File: config.mk
export PLATFORM = sky130hd
export DESIGN_NAME = pid_controller_clamped_top
export DESIGN_NICKNAME = d
export VERILOG_FILES = /design/src/hw/rtl/pcc_pkg.sv /design/src/hw/rtl/pid_controller_clamped_top.sv /design/src/hw/rtl/pcc_regs.sv /design/src/hw/rtl/pcc_ctrl.sv /design/src/hw/rtl/pcc_dp.sv
export SDC_FILE = /design/constraint.sdc
export NUM_CORES = 2
export LEC_CHECK = 0
export BUFFER_PORTS_ARGS = -buffer_cell sky130_fd_sc_hd__buf_4
export CAP_MARGIN = 20
export CORE_UTILIZATION = 65
export DETAILED_ROUTE_END_ITERATION = 7
export GPL_TIMING_DRIVEN = 0
export PLACE_DENSITY_LB_ADDON = 0.1
export SETUP_SLACK_MARGIN = 0.2
export SYNTH_ARGS = -nofsm -noshare
export SYNTH_HDL_FRONTEND = slang
export SYNTH_HIERARCHICAL = 1
export SYNTH_SLANG_ARGS = --single-unit
export TNS_END_PERCENT = 10
File: constraint.sdc
create_clock -name clk -period 19.2 [get_ports clk]
set_input_delay 3.84 -clock clk [delete_from_list [all_inputs] [get_ports clk]]
set_output_delay 3.84 -clock clk [all_outputs]
set_load 0.03 [all_outputs]
File: src/hw/rtl/pcc_pkg.sv
`timescale 1ns / 1ps
// ----------------------------------------------------------------------------
// pcc_pkg - shared types and constants for the clamped PID controller
// Register indexes, datapath widths, configuration and command bundles.
// ----------------------------------------------------------------------------
package pcc_pkg;

    localparam int CfgIdxW = 3;
    localparam int DataW   = 16;
    localparam int ErrW    = 17;
    localparam int DiffW   = 18;
    localparam int MulAW   = 34;
    localparam int MulBW   = 18;
    localparam int ProdW   = MulAW + MulBW;
    localparam int PTermW  = 33;
    localparam int ItmpW   = 33;
    localparam int IprodW  = 50;
    localparam int IncW    = IprodW - 16;
    localparam int DTermW  = 34;
    localparam int AccW    = 48;
    localparam int SumW    = 50;

    localparam logic [CfgIdxW-1:0] REG_GAIN_P  = 3'd0;
    localparam logic [CfgIdxW-1:0] REG_GAIN_I  = 3'd1;
    localparam logic [CfgIdxW-1:0] REG_GAIN_D  = 3'd2;
    localparam logic [CfgIdxW-1:0] REG_PERIOD  = 3'd3;
    localparam logic [CfgIdxW-1:0] REG_OUT_MIN = 3'd4;
    localparam logic [CfgIdxW-1:0] REG_OUT_MAX = 3'd5;

    typedef enum logic [2:0] {
        MUL_NONE,
        MUL_P,
        MUL_I,
        MUL_IP,
        MUL_D
    } mul_op_t;

    typedef struct packed {
        logic signed [DataW-1:0] gain_p;
        logic signed [DataW-1:0] gain_i;
        logic signed [DataW-1:0] gain_d;
        logic        [DataW-1:0] sample_period;
        logic signed [DataW-1:0] out_min;
        logic signed [DataW-1:0] out_max;
    } cfg_t;

    typedef struct packed {
        logic    load;
        mul_op_t mul_op;
        logic    upd_acc;
        logic    calc_sum;
        logic    calc_drive;
        logic    push_out;
    } cmd_t;

    typedef struct packed {
        logic out_free;
    } status_t;

endpackage

File: src/hw/rtl/pid_controller_clamped_top.sv
`timescale 1ns / 1ps
// ----------------------------------------------------------------------------
// pid_controller_clamped_top - fixed-point PID controller with output clamp
// Stream in target/sensed beats, stream out one clamped drive beat per sample.
// ----------------------------------------------------------------------------
// Each input beat carries a setpoint and a measurement; the error is
// sensed - target. The block forms gain_p*e, integrates gain_i*period*e into
// a saturating Q40.8 integrator (cleared at reset) and adds gain_d times the
// change in error. The sum is clamped to [out_min, out_max], the maximum test
// first, and truncated toward zero. A sample is accepted in idle, then the
// sequencer steps it through four passes of the single shared 34x18
// multiplier, the integrator, sum and clamp steps and the push into the
// output register; no new sample is accepted until that push is done. The
// output register holds a finished beat while the next sample is being worked;
// a stalled consumer stalls the sequencer only at the final push. Write
// configuration only while the block is idle; cfg_ready is always high and
// writes to an index beyond the register list are dropped.
// ----------------------------------------------------------------------------
module pid_controller_clamped_top
    import pcc_pkg::*;
(
    input  logic               clk,
    input  logic               rst_n,
    // sample input
    input  logic               s_tvalid,
    output logic               s_tready,
    input  logic [31:0]        s_tdata,   // [15:0] target, [31:16] sensed
    // drive output
    output logic               m_tvalid,
    input  logic               m_tready,
    output logic [15:0]        m_tdata,   // [15:0] drive
    // configuration writes
    input  logic               cfg_valid,
    output logic               cfg_ready,
    input  logic [CfgIdxW-1:0] cfg_index,
    input  logic [DataW-1:0]   cfg_data
);

    cfg_t    cfg;
    cmd_t    cmd;
    status_t status;

    // gain, period and limit registers
    pcc_regs u_regs (
        .clk       (clk),
        .rst_n     (rst_n),
        .cfg_valid (cfg_valid),
        .cfg_ready (cfg_ready),
        .cfg_index (cfg_index),
        .cfg_data  (cfg_data),
        .cfg       (cfg)
    );

    // sequencer: accept a beat in idle, then walk the datapath steps
    pcc_ctrl u_ctrl (
        .clk      (clk),
        .rst_n    (rst_n),
        .s_tvalid (s_tvalid),
        .s_tready (s_tready),
        .status   (status),
        .cmd      (cmd)
    );

    // arithmetic, integrator state and the output register
    pcc_dp u_dp (
        .clk       (clk),
        .rst_n     (rst_n),
        .cfg       (cfg),
        .cmd       (cmd),
        .status    (status),
        .target    (s_tdata[15:0]),
        .sensed    (s_tdata[31:16]),
        .out_valid (m_tvalid),
        .out_ready (m_tready),
        .drive     (m_tdata)
    );

endmodule

File: src/hw/rtl/pcc_regs.sv
`timescale 1ns / 1ps
// ----------------------------------------------------------------------------
// pcc_regs - configuration register file
// Six gain, period and limit registers written through a valid/ready channel.
// ----------------------------------------------------------------------------
module pcc_regs
    import pcc_pkg::*;
(
    input  logic               clk,
    input  logic               rst_n,
    input  logic               cfg_valid,
    output logic               cfg_ready,
    input  logic [CfgIdxW-1:0] cfg_index,
    input  logic [DataW-1:0]   cfg_data,
    output cfg_t               cfg
);

    cfg_t cfg_reg;

    assign cfg_ready = 1'b1;
    assign cfg       = cfg_reg;

    always_ff @(posedge clk or negedge rst_n)
    begin
        if (!rst_n)
        begin
            cfg_reg.gain_p        <= 16'sd256;
            cfg_reg.gain_i        <= '0;
            cfg_reg.gain_d        <= '0;
            cfg_reg.sample_period <= 16'd655;
            cfg_reg.out_min       <= 16'sh8000;
            cfg_reg.out_max       <= 16'sh7fff;
        end
        else if (cfg_valid)
        begin
            case (cfg_index)
                REG_GAIN_P:  cfg_reg.gain_p        <= cfg_data;
                REG_GAIN_I:  cfg_reg.gain_i        <= cfg_data;
                REG_GAIN_D:  cfg_reg.gain_d        <= cfg_data;
                REG_PERIOD:  cfg_reg.sample_period <= cfg_data;
                REG_OUT_MIN: cfg_reg.out_min       <= cfg_data;
                REG_OUT_MAX: cfg_reg.out_max       <= cfg_data;
                default:     ; // drop writes beyond the register list
            endcase
        end
    end

endmodule

File: src/hw/rtl/pcc_ctrl.sv
`timescale 1ns / 1ps
// ----------------------------------------------------------------------------
// pcc_ctrl - sequencer for the PID datapath
// Steps one sample through the shared multiplier, integrator, sum and clamp.
// ----------------------------------------------------------------------------
module pcc_ctrl
    import pcc_pkg::*;
(
    input  logic    clk,
    input  logic    rst_n,
    input  logic    s_tvalid,
    output logic    s_tready,
    input  status_t status,
    output cmd_t    cmd
);

    typedef enum logic [3:0] {
        ST_IDLE,
        ST_MUL_P,
        ST_MUL_I,
        ST_MUL_IP,
        ST_MUL_D,
        ST_ACC,
        ST_SUM,
        ST_CLAMP,
        ST_OUT
    } state_t;

    state_t state_reg;
    state_t state_next;

    assign s_tready = (state_reg == ST_IDLE);

    always_comb
    begin
        cmd            = '0;
        cmd.mul_op     = MUL_NONE;
        state_next     = state_reg;
        case (state_reg)
            ST_IDLE:
            begin
                cmd.load = s_tvalid;
                if (s_tvalid)
                    state_next = ST_MUL_P;
            end
            ST_MUL_P:
            begin
                cmd.mul_op = MUL_P;
                state_next = ST_MUL_I;
            end
            ST_MUL_I:
            begin
                cmd.mul_op = MUL_I;
                state_next = ST_MUL_IP;
            end
            ST_MUL_IP:
            begin
                cmd.mul_op = MUL_IP;
                state_next = ST_MUL_D;
            end
            ST_MUL_D:
            begin
                cmd.mul_op = MUL_D;
                state_next = ST_ACC;
            end
            ST_ACC:
            begin
                cmd.upd_acc = 1'b1;
                state_next  = ST_SUM;
            end
            ST_SUM:
            begin
                cmd.calc_sum = 1'b1;
                state_next   = ST_CLAMP;
            end
            ST_CLAMP:
            begin
                cmd.calc_drive = 1'b1;
                state_next     = ST_OUT;
            end
            ST_OUT:
            begin
                // hold until the output register can take the beat
                cmd.push_out = status.out_free;
                if (status.out_free)
                    state_next = ST_IDLE;
            end
            default:
            begin
                state_next = ST_IDLE;
            end
        endcase
    end

    always_ff @(posedge clk or negedge rst_n)
    begin
        if (!rst_n)
            state_reg <= ST_IDLE;
        else
            state_reg <= state_next;
    end

endmodule

File: src/hw/rtl/pcc_dp.sv
`timescale 1ns / 1ps
// ----------------------------------------------------------------------------
// pcc_dp - PID datapath
// Shared multiplier, saturating integrator, term sum, clamp and output beat.
// ----------------------------------------------------------------------------
module pcc_dp
    import pcc_pkg::*;
(
    input  logic                    clk,
    input  logic                    rst_n,
    input  cfg_t                    cfg,
    input  cmd_t                    cmd,
    output status_t                 status,
    input  logic signed [DataW-1:0] target,
    input  logic signed [DataW-1:0] sensed,
    output logic                    out_valid,
    input  logic                    out_ready,
    output logic        [DataW-1:0] drive
);

    logic signed [ErrW-1:0]   err_reg;
    logic signed [ErrW-1:0]   last_err_reg;
    logic signed [DiffW-1:0]  diff_reg;
    logic signed [PTermW-1:0] p_reg;
    logic signed [ItmpW-1:0]  itmp_reg;
    logic signed [IprodW-1:0] iprod_reg;
    logic signed [DTermW-1:0] d_reg;
    logic signed [AccW-1:0]   acc_reg;
    logic signed [SumW-1:0]   sum_reg;
    logic signed [DataW-1:0]  drive_reg;
    logic        [DataW-1:0]  out_data_reg;
    logic                     out_valid_reg;

    logic signed [ErrW-1:0]   err_next;
    logic signed [MulAW-1:0]  mul_a;
    logic signed [MulBW-1:0]  mul_b;
    logic signed [ProdW-1:0]  prod;
    logic signed [IncW-1:0]   inc;
    logic signed [AccW:0]     acc_wide;
    logic signed [AccW-1:0]   acc_next;
    logic signed [SumW-1:0]   lim_max;
    logic signed [SumW-1:0]   lim_min;
    logic signed [SumW-1:0]   sum_round;
    logic signed [DataW-1:0]  drive_next;

    assign err_next = ErrW'(sensed) - ErrW'(target);

    // operand select for the one shared multiplier
    always_comb
    begin
        case (cmd.mul_op)
            MUL_P:
            begin
                mul_a = MulAW'(err_reg);
                mul_b = MulBW'(cfg.gain_p);
            end
            MUL_I:
            begin
                mul_a = MulAW'(err_reg);
                mul_b = MulBW'(cfg.gain_i);
            end
            MUL_IP:
            begin
                mul_a = MulAW'(itmp_reg);
                mul_b = $signed({2'b00, cfg.sample_period});
            end
            MUL_D:
            begin
                mul_a = MulAW'(diff_reg);
                mul_b = MulBW'(cfg.gain_d);
            end
            default:
            begin
                mul_a = '0;
                mul_b = '0;
            end
        endcase
    end

    assign prod = mul_a * mul_b;

    // floor of the Q.24 increment to Q.8, then saturate the integrator
    assign inc      = iprod_reg[IprodW-1:16];
    assign acc_wide = (AccW+1)'(acc_reg) + (AccW+1)'(inc);

    always_comb
    begin
        if (acc_wide[AccW] != acc_wide[AccW-1])
            acc_next = acc_wide[AccW] ? {1'b1, {(AccW-1){1'b0}}}
                                      : {1'b0, {(AccW-1){1'b1}}};
        else
            acc_next = acc_wide[AccW-1:0];
    end

    // clamp, then truncate toward zero
    assign lim_max   = {{(SumW-DataW-8){cfg.out_max[DataW-1]}}, cfg.out_max, 8'h00};
    assign lim_min   = {{(SumW-DataW-8){cfg.out_min[DataW-1]}}, cfg.out_min, 8'h00};
    assign sum_round = sum_reg + (sum_reg[SumW-1] ? SumW'(255) : SumW'(0));

    always_comb
    begin
        if (sum_reg > lim_max)
            drive_next = cfg.out_max;
        else if (sum_reg < lim_min)
            drive_next = cfg.out_min;
        else
            drive_next = sum_round[DataW+7:8];
    end

    assign status.out_free = !out_valid_reg || out_ready;
    assign out_valid       = out_valid_reg;
    assign drive           = out_data_reg;

    always_ff @(posedge clk or negedge rst_n)
    begin
        if (!rst_n)
        begin
            last_err_reg  <= '0;
            acc_reg       <= '0;
            out_valid_reg <= 1'b0;
        end
        else
        begin
            if (cmd.load)
                last_err_reg <= err_next;
            if (cmd.upd_acc)
                acc_reg <= acc_next;
            if (cmd.push_out)
                out_valid_reg <= 1'b1;
            else if (out_ready)
                out_valid_reg <= 1'b0;
        end
    end

    always_ff @(posedge clk)
    begin
        if (cmd.load)
        begin
            err_reg  <= err_next;
            diff_reg <= DiffW'(err_next) - DiffW'(last_err_reg);
        end
        case (cmd.mul_op)
            MUL_P:   p_reg     <= prod[PTermW-1:0];
            MUL_I:   itmp_reg  <= prod[ItmpW-1:0];
            MUL_IP:  iprod_reg <= prod[IprodW-1:0];
            MUL_D:   d_reg     <= prod[DTermW-1:0];
            default: ;
        endcase
        if (cmd.calc_sum)
            sum_reg <= SumW'(p_reg) + SumW'(acc_reg) + SumW'(d_reg);
        if (cmd.calc_drive)
            drive_reg <= drive_next;
        if (cmd.push_out)
            out_data_reg <= drive_reg;
    end

endmodule

## Word-level counts from Yosys, hierarchy flattened

Cells that the tools add are included.

- $add $sub $neg: 6
- $mul: 1
- Magnitude comparators: 2
- Eq/ne operators: 20
- Multiplexer cells: 18
- Reductions and logical operators: 13

Operator list:

| kind | number |
|---|---|
| $pmux W34 S3 | 1 |
| $mux W48 | 2 |
| $pmux W18 S4 | 1 |
| $add A49 B34 Y50 | 1 |
| $gt A50 B24 Y1 | 1 |
| $lt A50 B24 Y1 | 1 |
| $mul A34 B18 Y50 | 1 |
| $add A33 B48 Y49 | 1 |
| $add A48 B34 Y49 | 1 |
| $pmux W4 S9 | 1 |
| $mux W16 | 2 |
| $add A24 B24 Y24 | 1 |
| $sub A17 B17 Y18 | 1 |
| $sub A16 B16 Y17 | 1 |
| $eq A4 B3 Y1 const B | 4 |
| $reduce_and A2 Y1 | 7 |
| $eq A3 B2 Y1 const B | 4 |
| $pmux W3 S4 | 1 |
| $eq A3 B3 Y1 const B | 3 |
| $eq A4 B2 Y1 const B | 2 |
| $mux W4 | 2 |
| $mux W8 | 1 |
| $mux W1 | 7 |
| $eq A3 B1 Y1 const B | 2 |
| 11 further kinds | 11 |

- Register bits: 433
- Input port bits: 56
- Output and inout port bits: 19
- Word-level logic and storage cells: 79

## Longest topological paths before layout

- Word-level depth: 6
- Mapped depth: 36
- Gate-level depth less buffers: 31

## Hierarchy

Netlist, hierarchy kept.

Modules (own cells, without submodules):

| module | times used | cells each | area an instance (sq um) | seq. area each (sq um) |
|---|---|---|---|---|
| pcc_dp | 1 | 4,379 | 41,624.9 | 9,188.8 |
| pcc_regs | 1 | 210 | 3,718.6 | 2,431.1 |
| pcc_ctrl | 1 | 28 | 280.3 | 100.1 |

## Worst setup path after synthesis

OpenSTA, ideal clock, no wires.

- Path type: flip-flop to flip-flop
- Start: reg u_ctrl.state_reg[1]
- End: reg u_dp.iprod_reg[41], data pin
- Library setup time: 0.264 ns
- Arrival time: 9.088 ns
- Required time: 18.936 ns
- Slack: 9.848 ns
- Cell stages (with the launch flop): 34
- Path buffers: 5
- Clock period less this slack: 9.352 ns
- Path through: dfrtp_1 buf_6 nor4_1 nor3b_1 clkbuf_1 buf_1 buf_1 nand2_1 o21ai_1 nand2_1 fa_1 inv_1 fa_1 ha_1 inv_1 fa_1 inv_1 fa_1 inv_1 fa_1 inv_1 ha_1 clkbuf_1 a21o_1 a21o_1 a21o_1 a31o_2 o21ai_0 a31o_1 a21oi_1 or2_1 a31oi_1 o21ai_1 xor2_1

RTL lines:

| what | line | text |
|---|---|---|
| start, declared | pcc_ctrl.sv:29 | `state_t state_reg;` |
| start signal, assigned | pcc_ctrl.sv:100 | `state_reg <= state_next;` |
| end signal, assigned | pcc_dp.sv:145 | `MUL_IP: iprod_reg <= prod[IprodW-1:0];` |
| end, declared | pcc_dp.sv:26 | `logic signed [IprodW-1:0] iprod_reg;` |

==> summary.md <==
| Metric | Value |
|---|---|
| Max reg flops | `96` |
| Post-synthesis sequential area ratio | `between 20% and 30%` |
| Core Area | `69100 µm²` |
| CTS H-tree lvls | `2` |
| Die height | `between 200 and 300 µm` |
| Clock tree root buffer cell | `clkbuf_16` |
| Worst r2r path cells | `31` |
| Clk buf depth | `3` |
| Max Freq | `88.8 MHz` |
| Type of the setup path with the least slack | `reg -> reg` |
| WL per Instance | `21.4 µm` |
| CTS Buf Count | `46` |
| Placed insts | `5642` |
| Gpl congestion | `0.985` |
| Mapped Area | `45600 µm²` |
| Ant diodes | `0` |
| DRT Pass-1 Iters | `6` |
| EDFF count, synth | `251` |
| CP peak stage delay | `900 ps` |
| Crit path max-delay family | `adder cells` |
| Post-CTS Hold Buffers | `0` |
| Slowest-stage cell, CP | `nor3b_1` |
| Syn_nets | `roughly 5.6k` |
| Starting Density | `between 60% and 70%` |
| Area Overhead vs Synth | `7.67%` |
| Post-synth ARST share | `39.8%` |
| Worst Tran Pin Value | `1380 ps` |
| Max Fanout on Critical Path | `10` |
| CTS tree | `built` |
| Final #Nets | `approximately 5.8k` |
| Yosys reg bits | `417` |
| Hold Path Class | `reg -> reg` |
| Gr usage total | `approximately 35%` |
| Synth cell count leaders | `inv_1, fa_1, nand2_1` |
| Clk slew on worst S/H paths | `60 ps` |
| Hpwl dp | `98.4 mm` |
| Fin cells | `5728` |
| Crit end category | `register` |
| Top cell type's share of synthesized area | `27.0%` |
| Post-CTS setup buffer count | `0` |
| GRT overflow | `0` |
| First-pass GRT wire length | `192 mm` |
| DRC violations left | `0` |
| Setup-failing EPs final | `0` |
| PortBufs | `72` |
| Max Slew Vio Count | `0` |
| Vias in the first global route | `34.8k` |
| Fill count | `5284` |
| Layout Utilization | `between 70% and 80%` |
| Share of cells above drive strength 1 | `around 8.6%` |
| Vias | `33.8k` |
| Placement Rows | `96` |
| Worst rel slew slack | `approximately 8%` |
| Sum Neg Setup Slack | `0 ps` |
| Avg Vias per Cell | `5.90` |
| Die X | `267 µm` |
| Hold Path Stages | `0` |
| Clock skew | `41.5 ps` |
| Ys flop type | `edfxtp_1` |
| WL final | `122 mm` |
| Boundary pin count | `75` |
| Buf+Inv Stages, Crit Path | `10` |
| Top-count cell post-synth | `inv_1` |
| Die ar. | `71300 µm²` |
| Setup crit start kind | `register` |
| Detailed Route Iter0 Violations | `around 2.7k` |
| Data arrival time of the critical path | `11580 ps` |
| Netlist cell types | `92` |
| Initial antenna violation count | `4` |
| Number of cells on the critical path | `31` |
| Max cap viols | `0` |
| Ys Warns | `6` |
| Syn Area/Cell | `9.88 µm²` |
| Final Critical Period | `11260 ps` |
| RSZ-0062 raised after global routing | `no` |
| Req. time, crit path | `19520 ps` |
| Largest net degree at the start of global routing | `103` |
| Final Cycle Share | `around 59%` |
| Status | `complete, no violations` |
| Hold Vio Cnt, Final | `0` |
| Clk sinks | `417` |
| Antenna-violating nets left | `0` |
| Worst-Skew Late Latency | `~600 ps` |
| Post_cts resized | `0` |
| Area contributors post-synth | `fa_1, edfxtp_1, ha_1` |
| Post-synthesis cell count | `4617` |
| Area leader, netlist | `fa_1` |
## cells in the final DEF (no fill, tap or decap), drive strengths merged, types with 7 or more instances in the layout
cell	synthesis	final
nor3	42	42
buf	44	139
a22o	25	25
inv	860	862
edfxtp	251	251
and3	22	22
a21oi	219	219
nand2b	27	27
a221oi	27	27
and2	24	24
a21boi	7	7
a221o	15	15
dfstp	23	23
o211ai	15	15
xor2	51	51
a31oi	23	23
or3	9	9
xnor2	122	122
nor2	371	371
a22oi	12	12
clkbuf	118	176
fa	615	615
o21ai	135	135
nor2b	34	34
o21bai	24	24
o21a	42	42
or2	11	11
ha	340	340
nand4	32	32
nand3	49	49
mux2i	7	7
o22ai	48	48
o31ai	13	13
dfrtp	143	143
a211oi	17	17
nand2	478	478
mux2	111	111
clkinv	0	16
a21o	119	119
## final cells by class
type	instances	area (µm²)	share of cell area, %
Sequential cell	417	11700	23.9
Clock buffer	58	1240	2.52
Timing Repair Buffer	95	782	1.59
Clock inverter	27	293	0.596
Buffer	162	753	1.53
Multi-Input combinational cell	3178	29900	61.0
Inverter	860	3230	6.57
Tap cell	931	1160	2.37
## per-layer routing
| layer | up-vias | share of wire [%] | track usage [%] |
|---|---|---|---|
| met5 | - | 0 | 0 |
| met3 | 306 | 9.0 | 7.93 |
| met1 | 16700 | 39 | 45.6 |
| met4 | 0 | 5.2 | 16.3 |
| met2 | 1409 | 46 | 57.3 |
| li1 | 15400 | - | - |
## final timing paths
path,from,endpoint,slack (ps)
setup reg to reg,u_ctrl/state_reg[1]$_DFFE_PN0P_,u_dp/iprod_reg[47]$_DFFE_PN_,7940
min in group asynchronous,rst_n,u_regs/cfg[24]$_DFFE_PN0P_,3190
hold / removal,u_dp/drive_reg[12]$_DFFE_PP_,u_dp/drive[12]$_DFFE_PP_,420
setup / recovery,u_ctrl/state_reg[1]$_DFFE_PN0P_,u_dp/iprod_reg[47]$_DFFE_PN_,7940
max in group asynchronous,rst_n,u_dp/last_err_reg[15]$_DFFE_PN0P_,15070
hold reg to reg,u_dp/drive_reg[12]$_DFFE_PP_,u_dp/drive[12]$_DFFE_PP_,420
## logic make-up after synthesis
group / share of synthesized area [%]
and+or+nand+nor: 10.9
buffers and inverters: 8.72
adders and majority gates: 36.3
AOI/OAI and AO/OA: 12.1
DFF: 25.7
xor gates and xnor gates: 3.32
muxes: 2.89
other: 0.00822
## through the flow
step	setup WS, ps	cell area [µm²]	hold slack, ps
2_1_floorplan	9850	45600	400
3_3_place_gp	6770	47300	401
3_5_place_dp	8210	47600	405
4_1_cts	8190	49100	419
5_1_grt	7520	49100	420
6_report	7940	49100	418
Power is not shown: default switching activity piles up to over one toggle a cycle in this logic, so the estimate is an artifact.
